--- config.mk ---
export PLATFORM = sky130hd
export DESIGN_NAME = word_clock_time_to_spans
export DESIGN_NICKNAME = d
export VERILOG_FILES = /design/src/rtl/wcts_pkg.sv /design/src/rtl/wcts_front.sv /design/src/rtl/wcts_queue.sv /design/src/rtl/wcts_back.sv /design/src/rtl/word_clock_time_to_spans.sv
export SDC_FILE = /design/constraint.sdc
export NUM_CORES = 1
export LEC_CHECK = 0
export BUFFER_PORTS_ARGS = -buffer_cell sky130_fd_sc_hd__buf_4
export CORE_MARGIN = 3
export CORE_UTILIZATION = 45
export DETAILED_ROUTE_END_ITERATION = 16
export PLACE_DENSITY_LB_ADDON = 0.05
export SLEW_MARGIN = 5
export SYNTH_ARGS = -nofsm -noshare
export SYNTH_HDL_FRONTEND = slang
export SYNTH_HIERARCHICAL = 1
export SYNTH_SLANG_ARGS = --single-unit
--- constraint.sdc ---
create_clock -name clk -period 18.1 [get_ports clk]
set_input_delay 1.81 -clock clk [delete_from_list [all_inputs] [get_ports clk]]
set_output_delay 1.81 -clock clk [all_outputs]
set_load 0.03 [all_outputs]
--- src/rtl/wcts_pkg.sv ---
package wcts_pkg;

    // Number of fixed word slots in one time phrase.
    localparam int NUM_SLOTS = 12;

    // Grid words, in the order of the word table.
    typedef enum logic [5:0] {
        W_ULDOT     = 6'd0,
        W_URDOT     = 6'd1,
        W_LLDOT     = 6'd2,
        W_LRDOT     = 6'd3,
        W_ITS       = 6'd4,
        W_A         = 6'd5,
        W_QUARTER   = 6'd6,
        W_HALF      = 6'd7,
        W_PAST      = 6'd8,
        W_TO        = 6'd9,
        W_FIVE_M    = 6'd10,
        W_TEN_M     = 6'd11,
        W_TWENTY_M  = 6'd12,
        W_NOON      = 6'd13,
        W_MIDNIGHT  = 6'd14,
        W_OCLOCK    = 6'd15,
        W_AT        = 6'd16,
        W_NIGHT     = 6'd17,
        W_IN        = 6'd18,
        W_THE       = 6'd19,
        W_MORNING   = 6'd20,
        W_AFTERNOON = 6'd21,
        W_EVENING   = 6'd22,
        W_HOUR1     = 6'd23,
        W_HOUR2     = 6'd24,
        W_HOUR3     = 6'd25,
        W_HOUR4     = 6'd26,
        W_HOUR5     = 6'd27,
        W_HOUR6     = 6'd28,
        W_HOUR7     = 6'd29,
        W_HOUR8     = 6'd30,
        W_HOUR9     = 6'd31,
        W_HOUR10    = 6'd32,
        W_HOUR11    = 6'd33
    } word_t;

    // One classified time: the word in each slot and which slots are lit.
    typedef struct packed {
        logic [NUM_SLOTS-1:0] mask;
        word_t [NUM_SLOTS-1:0] words;
    } slot_list_t;

    // First grid cell of a word.
    function automatic logic [7:0] span_start_of(input word_t w);
        logic [7:0] s;
        case (w)
            W_ULDOT:     s = 8'd0;
            W_URDOT:     s = 8'd15;
            W_LLDOT:     s = 8'd240;
            W_LRDOT:     s = 8'd255;
            W_ITS:       s = 8'd1;
            W_A:         s = 8'd5;
            W_QUARTER:   s = 8'd7;
            W_HALF:      s = 8'd32;
            W_PAST:      s = 8'd37;
            W_TO:        s = 8'd40;
            W_FIVE_M:    s = 8'd23;
            W_TEN_M:     s = 8'd27;
            W_TWENTY_M:  s = 8'd16;
            W_NOON:      s = 8'd119;
            W_MIDNIGHT:  s = 8'd72;
            W_OCLOCK:    s = 8'd97;
            W_AT:        s = 8'd112;
            W_NIGHT:     s = 8'd122;
            W_IN:        s = 8'd104;
            W_THE:       s = 8'd107;
            W_MORNING:   s = 8'd128;
            W_AFTERNOON: s = 8'd114;
            W_EVENING:   s = 8'd135;
            W_HOUR1:     s = 8'd48;
            W_HOUR2:     s = 8'd51;
            W_HOUR3:     s = 8'd54;
            W_HOUR4:     s = 8'd43;
            W_HOUR5:     s = 8'd64;
            W_HOUR6:     s = 8'd92;
            W_HOUR7:     s = 8'd59;
            W_HOUR8:     s = 8'd67;
            W_HOUR9:     s = 8'd88;
            W_HOUR10:    s = 8'd86;
            W_HOUR11:    s = 8'd80;
            default:     s = 8'd0;
        endcase
        return s;
    endfunction

    // Number of cells a word lights.
    function automatic logic [3:0] span_len_of(input word_t w);
        logic [3:0] n;
        case (w)
            W_ULDOT:     n = 4'd1;
            W_URDOT:     n = 4'd1;
            W_LLDOT:     n = 4'd1;
            W_LRDOT:     n = 4'd1;
            W_ITS:       n = 4'd3;
            W_A:         n = 4'd1;
            W_QUARTER:   n = 4'd7;
            W_HALF:      n = 4'd4;
            W_PAST:      n = 4'd4;
            W_TO:        n = 4'd2;
            W_FIVE_M:    n = 4'd4;
            W_TEN_M:     n = 4'd3;
            W_TWENTY_M:  n = 4'd6;
            W_NOON:      n = 4'd4;
            W_MIDNIGHT:  n = 4'd8;
            W_OCLOCK:    n = 4'd6;
            W_AT:        n = 4'd2;
            W_NIGHT:     n = 4'd5;
            W_IN:        n = 4'd2;
            W_THE:       n = 4'd3;
            W_MORNING:   n = 4'd7;
            W_AFTERNOON: n = 4'd9;
            W_EVENING:   n = 4'd7;
            W_HOUR1:     n = 4'd3;
            W_HOUR2:     n = 4'd3;
            W_HOUR3:     n = 4'd5;
            W_HOUR4:     n = 4'd4;
            W_HOUR5:     n = 4'd4;
            W_HOUR6:     n = 4'd3;
            W_HOUR7:     n = 4'd5;
            W_HOUR8:     n = 4'd5;
            W_HOUR9:     n = 4'd4;
            W_HOUR10:    n = 4'd3;
            W_HOUR11:    n = 4'd6;
            default:     n = 4'd1;
        endcase
        return n;
    endfunction

endpackage

--- src/rtl/wcts_front.sv ---
module wcts_front
    import wcts_pkg::*;
(
    input  logic       clk,
    input  logic       rst_n,
    input  logic [10:0] minutes_of_day,
    input  logic       in_valid,
    output logic       in_ready,
    output slot_list_t list,
    output logic       list_valid,
    input  logic       list_ready
);

    // Reciprocals for the divisions by 60 and by 5; exact for all 11-bit inputs.
    localparam logic [11:0] HOUR_RECIP = 12'd2185;
    localparam int          HOUR_SHIFT = 17;
    localparam logic [13:0] Q5_RECIP   = 14'd13108;
    localparam int          Q5_SHIFT   = 16;

    // Fixed slot positions in the phrase.
    localparam int SLOT_ITS   = 0;
    localparam int SLOT_LL    = 1;
    localparam int SLOT_LR    = 2;
    localparam int SLOT_UR    = 3;
    localparam int SLOT_UL    = 4;
    localparam int SLOT_TOD1  = 5;
    localparam int SLOT_TOD2  = 6;
    localparam int SLOT_TOD3  = 7;
    localparam int SLOT_HOUR  = 8;
    localparam int SLOT_LINK  = 9;
    localparam int SLOT_MIN1  = 10;
    localparam int SLOT_MIN2  = 11;

    logic [10:0] t_reg;
    logic [5:0]  hour_reg;
    logic [8:0]  q5_reg;
    logic        a_valid_reg;
    logic        a_valid_next;

    logic [22:0] hour_prod;
    logic [24:0] q5_prod;
    logic        in_accept;
    logic        push;

    // First stage: divide by 60 and by 5 through reciprocal multiplies.
    assign hour_prod = 23'(minutes_of_day) * 23'(HOUR_RECIP);
    assign q5_prod   = 25'(minutes_of_day) * 25'(Q5_RECIP);

    assign push       = a_valid_reg && list_ready;
    assign in_ready   = !a_valid_reg || list_ready;
    assign in_accept  = in_valid && in_ready;
    assign list_valid = a_valid_reg;

    always_comb
    begin
        a_valid_next = a_valid_reg;
        if (in_accept)
        begin
            a_valid_next = 1'b1;
        end
        else if (push)
        begin
            a_valid_next = 1'b0;
        end
    end

    always_ff @(posedge clk or negedge rst_n)
    begin
        if (!rst_n)
        begin
            a_valid_reg <= 1'b0;
        end
        else
        begin
            a_valid_reg <= a_valid_next;
        end
    end

    always_ff @(posedge clk)
    begin
        if (in_accept)
        begin
            t_reg    <= minutes_of_day;
            hour_reg <= hour_prod[HOUR_SHIFT +: 6];
            q5_reg   <= q5_prod[Q5_SHIFT +: 9];
        end
    end

    // Second stage: classify the time into the lit slots of the phrase.
    logic [8:0]  hour_x12;
    logic [8:0]  min_diff;
    logic [3:0]  minute;
    logic [10:0] q5_x5;
    logic [10:0] rem_diff;
    logic [2:0]  rem;
    logic        to_next;
    logic [5:0]  shown;
    logic        twelve;
    logic        night;
    logic [3:0]  h12;
    logic [3:0]  min_eff;

    always_comb
    begin
        hour_x12 = {hour_reg, 3'b000} + {1'b0, hour_reg, 2'b00};
        min_diff = q5_reg - hour_x12;
        minute   = min_diff[3:0];
        q5_x5    = {q5_reg, 2'b00} + {2'b00, q5_reg};
        rem_diff = t_reg - q5_x5;
        rem      = rem_diff[2:0];
        to_next  = (minute > 4'd6);
        shown    = hour_reg + {5'd0, to_next};
        twelve   = shown inside {6'd0, 6'd12, 6'd24};
        night    = (shown >= 6'd20);
        if (shown >= 6'd24)
        begin
            h12 = 4'(shown - 6'd24);
        end
        else if (shown >= 6'd12)
        begin
            h12 = 4'(shown - 6'd12);
        end
        else
        begin
            h12 = shown[3:0];
        end
        min_eff = to_next ? (4'd12 - minute) : minute;
    end

    // Fill each slot with its word and mark whether it is lit.
    always_comb
    begin
        list.mask  = '0;
        list.words = {NUM_SLOTS{W_ITS}};

        list.mask[SLOT_ITS]  = 1'b1;
        list.words[SLOT_ITS] = W_ITS;

        // Corner dots for the minutes past the five-minute mark.
        list.mask[SLOT_LL]  = (rem >= 3'd4);
        list.words[SLOT_LL] = W_LLDOT;
        list.mask[SLOT_LR]  = (rem >= 3'd3);
        list.words[SLOT_LR] = W_LRDOT;
        list.mask[SLOT_UR]  = (rem >= 3'd2);
        list.words[SLOT_UR] = W_URDOT;
        list.mask[SLOT_UL]  = (rem >= 3'd1);
        list.words[SLOT_UL] = W_ULDOT;

        // Time-of-day phrase.
        list.mask[SLOT_TOD1]  = !twelve;
        list.words[SLOT_TOD1] = night ? W_AT : W_IN;
        list.mask[SLOT_TOD2]  = !twelve;
        list.words[SLOT_TOD2] = night ? W_NIGHT : W_THE;
        list.mask[SLOT_TOD3]  = !twelve && !night;
        if (shown <= 6'd11)
        begin
            list.words[SLOT_TOD3] = W_MORNING;
        end
        else if (shown <= 6'd16)
        begin
            list.words[SLOT_TOD3] = W_AFTERNOON;
        end
        else
        begin
            list.words[SLOT_TOD3] = W_EVENING;
        end

        // Hour word.
        list.mask[SLOT_HOUR] = 1'b1;
        if (h12 == 4'd0)
        begin
            list.words[SLOT_HOUR] = (shown == 6'd0 || shown == 6'd24) ? W_MIDNIGHT : W_NOON;
        end
        else
        begin
            list.words[SLOT_HOUR] = word_t'(6'(W_HOUR1) + {2'b00, h12} - 6'd1);
        end

        // PAST, TO or O'CLOCK.
        if (minute == 4'd0)
        begin
            list.mask[SLOT_LINK]  = !twelve;
            list.words[SLOT_LINK] = W_OCLOCK;
        end
        else
        begin
            list.mask[SLOT_LINK]  = 1'b1;
            list.words[SLOT_LINK] = to_next ? W_TO : W_PAST;
        end

        // Five-minute words.
        list.mask[SLOT_MIN1] = (minute != 4'd0);
        list.mask[SLOT_MIN2] = (minute != 4'd0) && (min_eff == 4'd3 || min_eff == 4'd5);
        case (min_eff)
            4'd1:
            begin
                list.words[SLOT_MIN1] = W_FIVE_M;
                list.words[SLOT_MIN2] = W_FIVE_M;
            end
            4'd2:
            begin
                list.words[SLOT_MIN1] = W_TEN_M;
                list.words[SLOT_MIN2] = W_FIVE_M;
            end
            4'd3:
            begin
                list.words[SLOT_MIN1] = W_A;
                list.words[SLOT_MIN2] = W_QUARTER;
            end
            4'd4:
            begin
                list.words[SLOT_MIN1] = W_TWENTY_M;
                list.words[SLOT_MIN2] = W_FIVE_M;
            end
            4'd5:
            begin
                list.words[SLOT_MIN1] = W_TWENTY_M;
                list.words[SLOT_MIN2] = W_FIVE_M;
            end
            4'd6:
            begin
                list.words[SLOT_MIN1] = W_HALF;
                list.words[SLOT_MIN2] = W_FIVE_M;
            end
            default:
            begin
                list.words[SLOT_MIN1] = W_FIVE_M;
                list.words[SLOT_MIN2] = W_FIVE_M;
            end
        endcase
    end

endmodule

--- src/rtl/wcts_queue.sv ---
module wcts_queue
    import wcts_pkg::*;
#(
    parameter int DEPTH = 2
)
(
    input  logic       clk,
    input  logic       rst_n,
    input  slot_list_t wr_list,
    input  logic       wr_valid,
    output logic       wr_ready,
    output slot_list_t rd_list,
    output logic       rd_valid,
    input  logic       rd_pop
);

    localparam int PTR_W = (DEPTH > 1) ? $clog2(DEPTH) : 1;
    localparam int CNT_W = $clog2(DEPTH + 1);

    slot_list_t       mem [DEPTH];
    logic [PTR_W-1:0] wr_ptr_reg;
    logic [PTR_W-1:0] wr_ptr_next;
    logic [PTR_W-1:0] rd_ptr_reg;
    logic [PTR_W-1:0] rd_ptr_next;
    logic [CNT_W-1:0] count_reg;
    logic [CNT_W-1:0] count_next;
    logic             push;
    logic             pop;

    assign wr_ready = (count_reg != CNT_W'(DEPTH));
    assign rd_valid = (count_reg != '0);
    assign rd_list  = mem[rd_ptr_reg];
    assign push     = wr_valid && wr_ready;
    assign pop      = rd_pop && rd_valid;

    // Pointer wrap and occupancy.
    always_comb
    begin
        wr_ptr_next = wr_ptr_reg;
        rd_ptr_next = rd_ptr_reg;
        count_next  = count_reg;
        if (push)
        begin
            wr_ptr_next = (wr_ptr_reg == PTR_W'(DEPTH - 1)) ? '0 : wr_ptr_reg + 1'b1;
        end
        if (pop)
        begin
            rd_ptr_next = (rd_ptr_reg == PTR_W'(DEPTH - 1)) ? '0 : rd_ptr_reg + 1'b1;
        end
        if (push && !pop)
        begin
            count_next = count_reg + 1'b1;
        end
        else if (pop && !push)
        begin
            count_next = count_reg - 1'b1;
        end
    end

    always_ff @(posedge clk or negedge rst_n)
    begin
        if (!rst_n)
        begin
            wr_ptr_reg <= '0;
            rd_ptr_reg <= '0;
            count_reg  <= '0;
        end
        else
        begin
            wr_ptr_reg <= wr_ptr_next;
            rd_ptr_reg <= rd_ptr_next;
            count_reg  <= count_next;
        end
    end

    // Storage for the queued phrases.
    always_ff @(posedge clk)
    begin
        if (push)
        begin
            mem[wr_ptr_reg] <= wr_list;
        end
    end

endmodule

--- src/rtl/wcts_back.sv ---
module wcts_back
    import wcts_pkg::*;
(
    input  logic       clk,
    input  logic       rst_n,
    input  slot_list_t q_list,
    input  logic       q_valid,
    output logic       q_pop,
    output logic       out_valid,
    input  logic       out_ready,
    output logic [7:0] out_start,
    output logic [3:0] out_len,
    output logic       out_last
);

    logic                  busy_reg;
    logic [NUM_SLOTS-1:0]  mask_reg;
    word_t [NUM_SLOTS-1:0] words_reg;
    logic                  valid_reg;
    logic [7:0]            start_reg;
    logic [3:0]            len_reg;
    logic                  last_reg;

    logic [NUM_SLOTS-1:0]  src_mask;
    word_t [NUM_SLOTS-1:0] src_words;
    logic [NUM_SLOTS-1:0]  pick;
    logic [NUM_SLOTS-1:0]  remain;
    logic [5:0]            pick_bits;
    word_t                 pick_word;
    logic                  have;
    logic                  advance;

    // Work from the held phrase, or straight from the queue head when none is held.
    always_comb
    begin
        src_mask  = busy_reg ? mask_reg : q_list.mask;
        src_words = busy_reg ? words_reg : q_list.words;
        have      = busy_reg || q_valid;
        advance   = !valid_reg || out_ready;
        pick      = src_mask & (~src_mask + 1'b1);
        remain    = src_mask & (src_mask - 1'b1);
        pick_bits = '0;
        for (int i = 0; i < NUM_SLOTS; i++)
        begin
            pick_bits = pick_bits | ({6{pick[i]}} & 6'(src_words[i]));
        end
        pick_word = word_t'(pick_bits);
        q_pop     = advance && !busy_reg && q_valid;
    end

    // Output register and phrase walker.
    always_ff @(posedge clk or negedge rst_n)
    begin
        if (!rst_n)
        begin
            valid_reg <= 1'b0;
            busy_reg  <= 1'b0;
        end
        else if (advance)
        begin
            valid_reg <= have;
            if (have)
            begin
                busy_reg <= (remain != '0);
            end
        end
    end

    always_ff @(posedge clk)
    begin
        if (advance && have)
        begin
            start_reg <= span_start_of(pick_word);
            len_reg   <= span_len_of(pick_word);
            last_reg  <= (remain == '0);
            mask_reg  <= remain;
            words_reg <= src_words;
        end
    end

    assign out_valid = valid_reg;
    assign out_start = start_reg;
    assign out_len   = len_reg;
    assign out_last  = last_reg;

endmodule

--- src/rtl/word_clock_time_to_spans.sv ---
// Turns a time of day in minutes into the word spans to light on a 16 by 16
// word-clock grid, one span per output word, the final span of each time
// marked by m_tlast. A time yields 2 to 12 spans, and the output channel
// carries one span per cycle while m_tready is high; the front end takes a
// new time every cycle into a two-stage classifier that feeds a queue of
// QUEUE_DEPTH decoded phrases, so input is stalled only when that queue is
// full. A time is registered in the classifier, then in the queue, then in
// the output register on its way to the first span.
module word_clock_time_to_spans
    import wcts_pkg::*;
#(
    parameter int QUEUE_DEPTH = 2
)
(
    input  logic        clk,
    input  logic        rst_n,
    input  logic        s_tvalid,
    output logic        s_tready,
    input  logic [15:0] s_tdata,   // [10:0] minutes_of_day, [15:11] zero
    output logic        m_tvalid,
    input  logic        m_tready,
    output logic [15:0] m_tdata,   // [7:0] span_start, [11:8] span_length, [15:12] zero
    output logic        m_tlast    // last_span
);

    slot_list_t front_list;
    logic       front_valid;
    logic       front_ready;
    slot_list_t head_list;
    logic       head_valid;
    logic       head_pop;
    logic [7:0] span_start;
    logic [3:0] span_length;

    // Classification of each time into phrase slots.
    wcts_front u_front (
        .clk            (clk),
        .rst_n          (rst_n),
        .minutes_of_day (s_tdata[10:0]),
        .in_valid       (s_tvalid),
        .in_ready       (s_tready),
        .list           (front_list),
        .list_valid     (front_valid),
        .list_ready     (front_ready)
    );

    // Decoded phrases waiting for the output side.
    wcts_queue #(
        .DEPTH (QUEUE_DEPTH)
    ) u_queue (
        .clk      (clk),
        .rst_n    (rst_n),
        .wr_list  (front_list),
        .wr_valid (front_valid),
        .wr_ready (front_ready),
        .rd_list  (head_list),
        .rd_valid (head_valid),
        .rd_pop   (head_pop)
    );

    // Span emission, one word per cycle while m_tready is high.
    wcts_back u_back (
        .clk       (clk),
        .rst_n     (rst_n),
        .q_list    (head_list),
        .q_valid   (head_valid),
        .q_pop     (head_pop),
        .out_valid (m_tvalid),
        .out_ready (m_tready),
        .out_start (span_start),
        .out_len   (span_length),
        .out_last  (m_tlast)
    );

    assign m_tdata = {4'b0000, span_length, span_start};

endmodule

# [Word level (Yosys, flattened, before mapping)]
# Memory sizes are Yosys's and may differ from the RTL's. A register that Yosys moved wholly into a read port is not among the register bits.
# Index checks and enable logic that the tools add are counted.
[word_totals] ram_bits=84 output_inout_bits=19 wordCells=145 register_bits=105 n_memories=3 inputBits=20 rom_bits=768
[mem_list] memory="(name not given)" depth=64 word_bits=8 rd=1 rd_clocked_by_memory_dff=1 write_ports=0 line="wcts_pkg.sv:53" text="case (w)"
[mem_list] memory="(name not given)" depth=64 word_bits=4 rd=1 rd_clocked_by_memory_dff=1 write_ports=0 line="wcts_pkg.sv:96" text="case (w)"
[mem_list] memory="u_queue.mem" depth=2 word_bits=42 rd=1 rd_clocked_by_memory_dff=0 write_ports=1 line="wcts_queue.sv:20" text="slot_list_t mem [DEPTH];"
[classes] bitwise_logic=26 muxes=23 order_cmp=10 n_eq_ne=8 reduce_logical=34 n_mul=2 addsub=16
[ops] cell="AND 6 bit" count=12
[ops] cell="2-to-1 mux 72 bit" count=1
[ops] cell="OR 6 bit" count=11
[ops] cell="case mux 10 bit (4 select lines)" count=1
[ops] cell="AND 12 bit" count=2
[ops] cell="multiplier 11 x 12 -> 23 bit, second input constant" count=1
[ops] cell="multiplier 11 x 12 -> 18 bit, second input constant" count=1
[ops] cell="2-to-1 mux 6 bit" count=3
[ops] cell="adder 12 x 1 -> 12 bit, second input constant" count=1
[ops] cell="equality test 4 x 3 -> 1 bit, second input constant" count=3
[ops] cell=">= comparator 6 x 5 -> 1 bit, second input constant" count=2
[ops] cell="zero test 12 bit" count=1
[ops] cell="2-to-1 mux 12 bit" count=1
[ops] cell="2-to-1 mux 2 bit" count=6
[ops] cell="2-to-1 mux 4 bit" count=3
[ops] cell="inverter 12 bit" count=1
[ops] cell="nonzero test 12 bit" count=1
[ops] cell="subtractor 12 x 1 -> 12 bit, second input constant" count=1
[ops] cell="logical AND 1 bit" count=10
[ops] cell="equality test 4 x 2 -> 1 bit, second input constant" count=2
[ops] cell="zero test 4 bit" count=2
[ops] cell="2-to-1 mux 1 bit" count=8
[ops] cell="subtractor 4 bit, second input constant" count=2
[ops] cell="zero test 1 bit" count=7
[ops] cell="28 further kinds" count=36

# [Logic depth before layout (Yosys ltp)]
# Gate-level depths: netlist (run 1).
# An unclocked memory read counts as a cell.
[logic_depth] depth_word=17 ltp_mapped=18 mapped_depth_nobuf=18

# [Modules after synthesis]
# Netlist (run 1), hierarchy kept.
[by_module_without_submodules] mod="wcts_queue" cells_each=279 n_inst=1 seq_area_each_um2=5144.9 area_per_inst_um2=6263.5
[by_module_without_submodules] mod="wcts_back" cells_each=477 n_inst=1 seq_area_each_um2=2752.6 area_per_inst_um2=5768.0
[by_module_without_submodules] mod="wcts_front" cells_each=517 n_inst=1 seq_area_each_um2=415.4 area_per_inst_um2=4538.1
[by_module_without_submodules] mod="word_clock_time_to_spans" cells_each=5 n_inst=1 seq_area_each_um2=0.0 area_per_inst_um2=33.8

# [Least setup slack after synthesis (run 1)]
# No wires, ideal clock.
[synth_timing] kind="in2reg" from="input m_tready" to="register u_back.mask_reg[10] (enable)" cell_stages=2 t_required_ns=17.561 slack_ns=11.941 arrival_ns=5.620 setup_time_ns=0.539 path_buffers=0 path_cell_list="nor2b_1 -> nor2_1"
[synth_between] elab_chain_cells=2
[synth_lines] item="start, declared" line="word_clock_time_to_spans.sv:21" text="input logic m_tready,"
[synth_lines] item="logical OR 1 bit" line="wcts_back.sv:39" text="advance = !valid_reg || out_ready;"
[synth_lines] item="logical AND 1 bit" line="wcts_back.sv:71" text="if (advance && have)"
[synth_lines] item="end signal, assigned" line="wcts_back.sv:76" text="mask_reg <= remain;"
[synth_lines] item="end, declared" line="wcts_back.sv:17" text="logic [NUM_SLOTS-1:0] mask_reg;"
# No other way between the ends.
# A chain may end at the register's enable or synchronous reset.

# [Worst setup path in the final report (run 1)]
[layout_timing] from="input s_tdata[9]" to="register u_front.q5_reg[3] (data pin)"
[layout_between] elab_chain_cells=1
[layout_lines] item="start, declared" line="word_clock_time_to_spans.sv:19" text="input logic [15:0] s_tdata,"
[layout_lines] item="multiplier 11 x 12 -> 18 bit" line="wcts_front.sv:47" text="assign q5_prod = 25'(minutes_of_day) * 25'(Q5_RECIP);"
[layout_lines] item="net u_front.q5_prod[19]" line="wcts_front.sv:41" text="logic [24:0] q5_prod;"
[layout_lines] item="end signal, assigned" line="wcts_front.sv:85" text="q5_reg <= q5_prod[Q5_SHIFT +: 9];"
[layout_lines] item="end, declared" line="wcts_front.sv:36" text="logic [8:0] q5_reg;"
# The timed path passes the listed nets, and every way through them passes these cells.

==> results of run 1 <==
==> cell usage after synthesis, types with 6 or more instances <==
| library cell | number |
|---|---|
| nand3_1 | 28 |
| o21a_1 | 7 |
| inv_1 | 118 |
| xor2_1 | 6 |
| buf_2 | 12 |
| buf_6 | 14 |
| a221o_1 | 7 |
| a211oi_1 | 6 |
| mux2_1 | 51 |
| dfrtp_1 | 7 |
| nor2b_1 | 7 |
| nor3_1 | 21 |
| xnor2_1 | 20 |
| nor4_1 | 7 |
| edfxtp_1 | 271 |
| ha_1 | 116 |
| and2_1 | 6 |
| a21oi_1 | 52 |
| and3_1 | 7 |
| o21ai_0 | 34 |
| mux2_2 | 99 |
| a21o_1 | 8 |
| fa_1 | 39 |
| buf_4 | 72 |
| nor2_1 | 48 |
| mux2i_1 | 17 |
| a31oi_1 | 9 |
| nand2b_1 | 11 |
| nand2_1 | 48 |
==> placed cells by master, fill, tap and decap left out, types with 5 or more instances in the layout <==
master,count
nand2_1,48
fa_1,39
clkbuf_1,9
dfrtp_1,5
inv_1,118
mux2_4,5
nand3_1,28
a221o_1,7
edfxtp_1,271
nor2_1,46
mux2i_1,17
xor2_1,6
nand2b_1,11
nor4_1,7
clkinv_1,5
a21o_1,8
clkbuf_16,31
a21oi_1,52
a211o_1,5
and2_1,6
ha_1,116
a221oi_1,5
buf_4,39
nor3_1,21
conb_1,59
mux2_2,99
nor2b_1,7
xnor2_1,20
and3_1,6
a211oi_1,6
mux2_1,51
a31oi_1,9
nor3b_1,5
o21ai_0,34
o21a_1,7
==> stage by stage <==
| step | power (mW) | area (µm²) | utilization [%] | worst slack [ns] | std cells |
|---|---|---|---|---|---|
| 2_1_floorplan | 1.68 | 16800 | - | 11.94 | 1334 |
| 3_3_place_gp | 1.86 | 16900 | 47.1 | 11.71 | 1731 |
| 3_5_place_dp | 1.87 | 16900 | 47.1 | 11.68 | 1731 |
| 4_1_cts | 2.48 | 17900 | 49.8 | 12.27 | 1788 |
| 5_1_grt | 2.63 | 17900 | 49.8 | 12.06 | 1788 |
| 6_report | 2.45 | 17900 | 49.8 | 12.32 | 1788 |
==> area by class of cell <==
class / instances / area share, %
sequential: 278 / 46.4
multi-input combinational: 832 / 40.7
clock buffer: 42 / 4.67
tap: 461 / 3.22
inverter: 121 / 2.53
timing repair buffer: 39 / 1.63
clock inverter: 15 / 0.796
==> worst min-delay path by stage <==
stage | end | slack [ns] | depth (start not counted) | start
final | u_queue/count_reg[1] | 0.49 | 1 | u_queue/count_reg[1]
after global routing | u_queue/count_reg[1] | 0.53 | 1 | u_queue/count_reg[1]
after CTS | u_queue/count_reg[1] | 0.50 | 1 | u_queue/count_reg[1]
after detailed placement | u_queue/count_reg[1] | 0.49 | 1 | u_queue/count_reg[1]
after global placement | u_queue/count_reg[1] | 0.48 | 1 | u_queue/count_reg[1]
after floorplan | u_queue/count_reg[1] | 0.46 | 1 | u_queue/count_reg[1]
==> report_power, final <==
| group | switching, mW | leakage, nW | total, mW | internal (mW) |
|---|---|---|---|---|
| sequential | 0.0524 | 2.63 | 1.00 | 0.949 |
| clock | 0.245 | 0.473 | 0.598 | 0.352 |
| combinational | 0.517 | 3.92 | 0.849 | 0.332 |
==> metal layers <==
layer | vias to the layer above | routed length [µm] | global-route usage [%] | part of all wire (%)
li1 | 4659 | - | - | -
met1 | 4665 | 15400 | 24.1 | 47
met2 | 183 | 15100 | 27.6 | 47
met3 | 39 | 1280 | 2.23 | 4.0
met4 | 0 | 667 | 3.51 | 2.1
met5 | - | 0 | 0 | 0
==> worst max-delay path: stages <==
cell and delay, ns:
buf_4 0.14, inv_1 0.05, ha_1 0.31, fa_1 0.59, fa_1 0.47, fa_1 0.52
fa_1 0.55, inv_1 0.04, ha_1 0.33, a21oi_1 0.17, o21ai_0 0.12, and3_1 0.18
a2111oi_0 0.65, xnor2_1 0.11
==> cell families (layout without fill, tap and decap cells) <==
group / Yosys count / count (layout)
flops: 278 / 278
simple gates: 224 / 224
buf+inv: 224 / 217
compound gates: 195 / 195
mux: 172 / 172
fa+ha+maj: 155 / 155
xor+xnor: 27 / 27
other cells: 3 / 59
==> flow_summary.toml, run 1 <==
[synthesis]
synthArstFlopShare_pct = 2.52
synth_compound_area_share_pct = 8.77
synth.mux.area_fraction_pct = 11.7
syn_area_per_cell_um2 = 13.0
synthTopCellsByArea = "edfxtp_1 49%, ha_1 8.7%, mux2_2 6.7%"
synth.distinct_cells = 88
synth_top_family_by_area = "adder cells"
synth-edff-count = 271
synth_xor_area_share_pct = 1.47
synth_area_leader_cell = "edfxtp_1"
synth_adder_area_share_pct = 13.4
synth_area_um2 = 16600
ys.flop_type = "edfxtp_1"
netlist.area_leader.share_pct = 49.0
ys_seq_area_share_pct = 50.1
syn_inst = 1278
ys_warn_count = 6
yosys.area_share.simple_pct = 7.11
ys_ff_latch = 278

[sta]
hold_viol_final = 0
post-route-period-util_pct = 32.0
worstMarginPinSlew_ns = 0.926
rsz0062_at_grt = "false"
maxSlewHeadroom_pct = 38.3
fin_setup_tns_ns = 0
fin_skew_ns = 0.0317
finalCriticalPeriod_ns = 5.78
timing.fmax_mhz = 173
report.final.slew_viol_count = 0
fin_hold_ws_ns = 0.490
setup-violations-final = 0

[floorplan]
rows = 69
ioPinCount = 39
die_height_um = 198
die_x_um = 198
core_um2 = 36000
dieArea_um2 = 39200
initial_core_util_pct = 46.1

[clock_network]
cts_resized = 0
clkTransAtPathRegs_ns = 0.06
clockBufferDepth = 3
hold_buffers = 0
insertion_delay_ns = 0.57
cts_made_buffers = 31
cts_tree = "done"
h-tree-depth = 1
clkSinkCount = 278
clockRootBuffer = "clkbuf_16"
post_cts.repair.setup_buffers = 0

[drt]
drtIter0Drc = 448
drt-vias-per-instance = 5.34
drt-wirelength-per-cell_um = 18.1
wirelength_um = 32400
firstDrtPassIters = 5
num_vias = 9546
ant_nets = 0
drc = 0

[cells_and_area]
nets = 1478
nFillCells = 3139
multi_input_comb_area_um2 = 7300
drive_gt1_share_pct = 17.0
num_antenna_cells = 0
seqCellArea_um2 = 8320
area_growth_pct = 7.93
largest_reg_flops = 168

[flow_run]
maxCapViolCount = 0

[global_routing]
grt_max_degree = 62
grt_pass1_vias = 9657
track_usage_pct = 16.8
overflow = 0
antenna_found_initial = 0
grt_pass1_wl_um = 52600

[power]
leakagePower_nw = 7.02
max-vdd-ir-drop_mv = 0.0919
power_per_cell_area_nw_per_um2 = 137

[place]
gp_congestion = 0.799
hpwlAfterDp_um = 22500
port_buffers = 29

[setup_path]
crit_fanout = 7
endpoint_kind = "flop"
r2r-end = "u_back/out_start[4]"
reg2reg_from = "u_queue/rd_ptr_reg"
worstSetupEndpoint = "u_front/q5_reg[3]"
startpoint = "s_tdata[9]"
required_ns = 18.38
r2r_cells = 13
worstSetupStartpointType = "primary input"
cp.arrival_ns = 6.06
critical_path_class = "primary input to flop"
reg2reg_slack_ns = 12.68

[worst_hold_path]
hp-class = "flop to flop"

[run_status]
status = "finished, final reports clean"
No activity file was read; power rests on OpenSTA's default activity.
==> inputs of run 2 (changes only) <==
==> constraint.sdc (replaced) <==
create_clock -name clk -period 5 [get_ports clk]
set_input_delay 0.5 -clock clk [delete_from_list [all_inputs] [get_ports clk]]
set_output_delay 0.5 -clock clk [all_outputs]
set_load 0.03 [all_outputs]
==> run 2 against run 1 <==
Net effect: clock power increased to 3.9 times the previous value; critical path depth increased by 1; largest power group unchanged; hold slack got worse by 0.29 ns; final cell count increased by 1.5%; critical endpoint unchanged; count of clock-buffer cells in the layout increased by 9; core utilization increased by 0.73 points; die area unchanged; clock skew decreased by 0.016 ns; setup slack got worse by 12 ns; first-iteration DRC count increased by 23%.
==> flow_summary.toml, run 2 (synthesized netlist as in run 1, its figures left out) <==
[run_status]
status = "finished, final reports clean"

[sta]
post-route-period-util_pct = 88.3
rsz0062_at_grt = "false"
fin_setup_tns_ns = 0
report.final.slew_viol_count = 0
finalCriticalPeriod_ns = 4.41
fin_skew_ns = 0.0154
setup-violations-final = 0
worstMarginPinSlew_ns = 0.881
postLayoutSetupSlackWorst_ns = 0.586
timing.fmax_mhz = 227
hold_viol_final = 0
maxSlewHeadroom_pct = 41.2

[clock_network]
hold_buffers = 1
h-tree-depth = 2
clkTransAtPathRegs_ns = 0.05
clkSinkCount = 278
cts_made_buffers = 34
cts_resized = 0
clockRootBuffer = "clkbuf_16"
cts_tree = "done"
clockBufferDepth = 3
insertion_delay_ns = 0.51
post_cts.repair.setup_buffers = 0

[global_routing]
grt_pass1_vias = 10100
grt_pass1_wl_um = 54600
overflow = 0
track_usage_pct = 17.6
grt_max_degree = 57
antenna_found_initial = 0

[cells_and_area]
drive_gt1_share_pct = 18.3
finalInstanceArea_um2 = 18200
layout_commonest_cell = "edfxtp_1"
largest_reg_flops = 168
seqCellArea_um2 = 8320
nFillCells = 3201
final_cell_mix = "271 x edfxtp_1, 118 x inv_1, 116 x ha_1"
multi_input_comb_area_um2 = 7290
nets = 1502
num_antenna_cells = 0
area_growth_pct = 9.52

[drt]
drtIter0Drc = 550
drt-wirelength-per-cell_um = 18.4
wirelength_um = 33300
met1_length_um = 15500
num_vias = 9738
firstDrtPassIters = 6
drt-vias-per-instance = 5.37
drc = 0
wl_met3_um = 1280
ant_nets = 0
top_layer = "met4"
wl_met2_um = 15900

[floorplan]
die_height_um = 198
ioPinCount = 39
die_x_um = 198
rows = 69
initial_core_util_pct = 46.1
core_um2 = 36000
dieArea_um2 = 39200

[place]
gp_congestion = 0.808
hpwlAfterDp_um = 23600
port_buffers = 29
dpl_cell_area_um2 = 17100
place_ws_ns = -0.0211

[setup_path]
worstSetupEndpoint = "u_front/q5_reg[3]"
cpMaxStageDelayCell = "fa_1"
reg2reg_from = "u_front/q5_reg[0]"
critical_path_class = "primary input to flop"
worstSetupStartpointType = "primary input"
endpoint_kind = "flop"
slowest_delay_ns = 0.60
cp.arrival_ns = 4.66
path_cells = "buf_4 -> inv_1 -> ha_1 -> fa_1 -> fa_1 -> fa_1 -> fa_1 -> inv_1 -> ha_1 -> a21oi_1 -> o21ai_0 -> and3_1 -> a2111oi_0 -> buf_4 -> xnor2_1"
r2r-end = "u_queue/mem[0][51]"
critPathMostFrequentCell = "fa_1"
reg2reg_slack_ns = 0.67
crit_fanout = 4
r2r_cells = 16
startpoint = "s_tdata[9]"
required_ns = 5.25

[power]
power_per_cell_area_nw_per_um2 = 502
max-vdd-ir-drop_mv = 0.371
leakagePower_nw = 7.18

[flow_run]
maxCapViolCount = 0

[worst_hold_path]
hp-class = "primary input to flop"
[run 2: changes by cell type in the layout (fill, tap and decap cells not counted), sizes merged]
cell | previous run | this run
dlygate4sd3 | 0 | 1
inv | 123 | 122
bufinv | 2 | 1
clkinvlp | 2 | 0
buf | 39 | 59
clkbuf | 42 | 51
[run 2: power breakdown]
part	switching (mW)	total [mW]	internal [mW]
Combinational	1.94	3.20	1.27
Clock	0.920	2.33	1.41
Sequential	0.165	3.60	3.43
Total	3.02	9.13	6.11
[run 2: cell type report]
class | count | share of cell area [%]
Timing Repair Buffer | 60 | 2.63
Clock buffer | 51 | 5.38
Multi-Input combinational cell | 832 | 40.1
Sequential cell | 278 | 45.8
Tap cell | 461 | 3.17
Clock inverter | 11 | 0.482
Inverter | 121 | 2.50
[run 2: stage by stage]
| step | total power [mW] | util (%) | std cells | hold WS, ns |
|---|---|---|---|---|
| detailed placement | 6.89 | 47.5 | 1751 | 0.321 |
| global route | 9.80 | 50.5 | 1814 | 0.185 |
| CTS | 9.28 | 50.5 | 1814 | 0.174 |
| finish | 9.13 | 50.5 | 1814 | 0.199 |
| global placement | 6.82 | 47.5 | 1751 | 0.321 |
| floorplan | 6.08 | - | 1334 | 0.204 |
[run 2: how the worst min path moves through the flow]
stage / start / end / slack, ns / depth (start not counted)
after CTS: s_tvalid / u_front/list_valid / 0.17 / 2
after global placement: rst_n / u_front/list_valid / 0.32 / 1
after global routing: s_tvalid / u_front/list_valid / 0.18 / 2
after floorplan: rst_n / u_back/busy_reg / 0.20 / 0
after detailed placement: rst_n / u_front/list_valid / 0.32 / 1
final: s_tvalid / u_front/list_valid / 0.20 / 2
[run 2: metal layers]
layer / vias to the layer above / track usage [%]
met5: - / 0
met4: 0 / 4.38
met3: 47 / 2.99
met2: 163 / 29.2
met1: 4811 / 24.1
li1: 4717 / -
[run 2: worst max-delay path, delay by kind of cell]
kind | cells | cell delay [ns]
AOI/OAI and AO/OA | 3 | 0.76
xor gates and xnor gates | 1 | 0.05
adders and majority gates | 6 | 2.77
buffers and inverters | 4 | 0.39
and+or+nand+nor | 1 | 0.18
==> inputs of run 3 (changes only) <==
==> constraint.sdc (replaced) <==
create_clock -name clk -period 5.49 [get_ports clk]
set_input_delay 0.549 -clock clk [delete_from_list [all_inputs] [get_ports clk]]
set_output_delay 0.549 -clock clk [all_outputs]
set_load 0.03 [all_outputs]
==> run 3 against run 2 <==
Net effect: flip-flop and latch count unchanged; via count down 0.94%; combinational power down 11%; routed wire length down 1.5%; critical path depth unchanged; non-clock buffer count down 13; clock power down 12%; global-route usage down 0.55 points; count of clock-buffer cells in the layout down 15; core utilization down 0.46 points; largest power group unchanged.
==> flow_summary.toml, run 3 (synthesized netlist as in run 1, its figures left out) <==
[setup_path]
slowest_delay_ns = 0.64
cp.arrival_ns = 4.87
critical_path_class = "flop to flop"
cpMaxStageDelayCell = "xnor2_1"
critPathTopFamily = "adder cells"
crit_fanout = 11
critPathMostFrequentCell = "ha_1"
required_ns = 5.77
endpoint_kind = "flop"
cp_num_buf_inv = 0
path_cells = "ha_1 -> xnor2_1 -> xnor2_1 -> o21ai_0 -> ha_1 -> ha_1 -> xor2_1 -> ha_1 -> nand2b_1 -> mux2i_1 -> a31oi_1 -> o211ai_2 -> nand2_1 -> ha_1 -> nand2b_1"
worstSetupStartpointType = "flop"

[cells_and_area]
layout_commonest_cell = "edfxtp_1"
nFillCells = 3204
nets = 1486
finalNonFillerCells = 1795
final_cell_mix = "271 x edfxtp_1, 118 x inv_1, 116 x ha_1"
finalInstanceArea_um2 = 18000
area_growth_pct = 8.54
largest_reg_flops = 168
num_antenna_cells = 0
drive_gt1_share_pct = 17.6
post-route-util_pct = 50.1

[drt]
firstDrtPassIters = 5
ant_nets = 0
wirelength_um = 32800
drt-wirelength-per-cell_um = 18.3
drt-vias-per-instance = 5.37
num_vias = 9646
drc = 0
drtIter0Drc = 540

[sta]
finalCriticalPeriod_ns = 4.58
timing.fmax_mhz = 218
fin_skew_ns = 0.0172
setup-violations-final = 0
report.final.slew_viol_count = 0
maxSlewHeadroom_pct = 42.3
hold_viol_final = 0
rsz0062_at_grt = "false"
worstMarginPinSlew_ns = 0.865
fin_setup_tns_ns = 0
post-route-period-util_pct = 83.5

[power]
max-vdd-ir-drop_mv = 0.355
leakagePower_nw = 7.07
power_per_cell_area_nw_per_um2 = 453

[floorplan]
core_um2 = 36000
die_height_um = 198
initial_core_util_pct = 46.1
dieArea_um2 = 39200
die_x_um = 198
rows = 69
ioPinCount = 39

[global_routing]
grt_pass1_wl_um = 53000
antenna_found_initial = 0
overflow = 0
grt_max_degree = 56
track_usage_pct = 17.0
grt_pass1_vias = 9795

[clock_network]
hold_buffers = 1
clockRootBuffer = "clkbuf_16"
clkSinkCount = 278
cts_tree = "done"
post_cts.repair.setup_buffers = 0
cts_made_buffers = 31
clkTransAtPathRegs_ns = 0.06
clockBufferDepth = 3
h-tree-depth = 1
cts_resized = 0
insertion_delay_ns = 0.56

[place]
hpwlAfterDp_um = 23100
place_inst = 1738
gp_congestion = 0.798
port_buffers = 29
dpl_cell_area_um2 = 17000

[worst_hold_path]
hp-class = "primary input to flop"

[flow_run]
maxCapViolCount = 0

[run_status]
status = "finished, final reports clean"
-- run 3: where the power goes --
group	internal, mW	total (mW)	switching (mW)
clock network	1.22	2.04	0.823
registers	3.13	3.28	0.156
logic	1.11	2.84	1.73
total	5.45	8.16	2.71
-- run 3: final timing paths --
kind / startpoint / end / slack (ns) / cells past startpoint
min in group asynchronous: rst_n / u_queue/count_reg[1] / 0.34 / 2
setup reg to reg: u_front/hour_reg[0] / u_queue/mem[1][51] / 0.91 / 15
hold / removal: s_tvalid / u_front/list_valid / 0.20 / 2
hold reg to reg: u_queue/count_reg[1] / u_queue/count_reg[1] / 0.49 / 1
max in group asynchronous: rst_n / u_back/busy_reg / 5.01 / 2
setup / recovery: u_front/hour_reg[0] / u_queue/mem[1][51] / 0.91 / 15
-- run 3: through the flow --
stage / hold slack [ns] / total power, mW / worst slack [ns]
3_3_place_gp: 0.369 / 6.15 / 0.470
6_report: 0.196 / 8.16 / 0.907
5_1_grt: 0.178 / 8.77 / 0.580
4_1_cts: 0.170 / 8.28 / 0.911
2_1_floorplan: 0.253 / 5.54 / 0.847
3_5_place_dp: 0.370 / 6.20 / 0.355
-- run 3: final cells by class --
class | count | area [µm²] | area share (%)
repair buffers | 47 | 368 | 2.04
flip-flops and latches | 278 | 8320 | 46.2
clock inverters | 20 | 210 | 1.17
multi-input cells | 832 | 7300 | 40.5
inverters | 121 | 454 | 2.52
clock buffers | 36 | 795 | 4.41
well taps | 461 | 577 | 3.20
-- run 3: worst register-to-register path: cells and delay by family (launching register included) --
family,cells,cell delay (ns)
compound gates,3,0.75
xor+xnor,3,1.08
fa+ha+maj,5,1.42
flops,1,0.47
mux,1,0.24
simple gates,3,0.37
-- run 3: metal layers --
layer | share of wire, % | global-route usage, % | vias to the layer above | routed length [µm]
met5 | 0 | 0 | - | 0
met4 | 2.0 | 4.04 | 0 | 648
met3 | 3.0 | 2.13 | 45 | 989
met2 | 48 | 28.6 | 147 | 15600
met1 | 47 | 23.7 | 4780 | 15600
li1 | - | - | 4674 | -
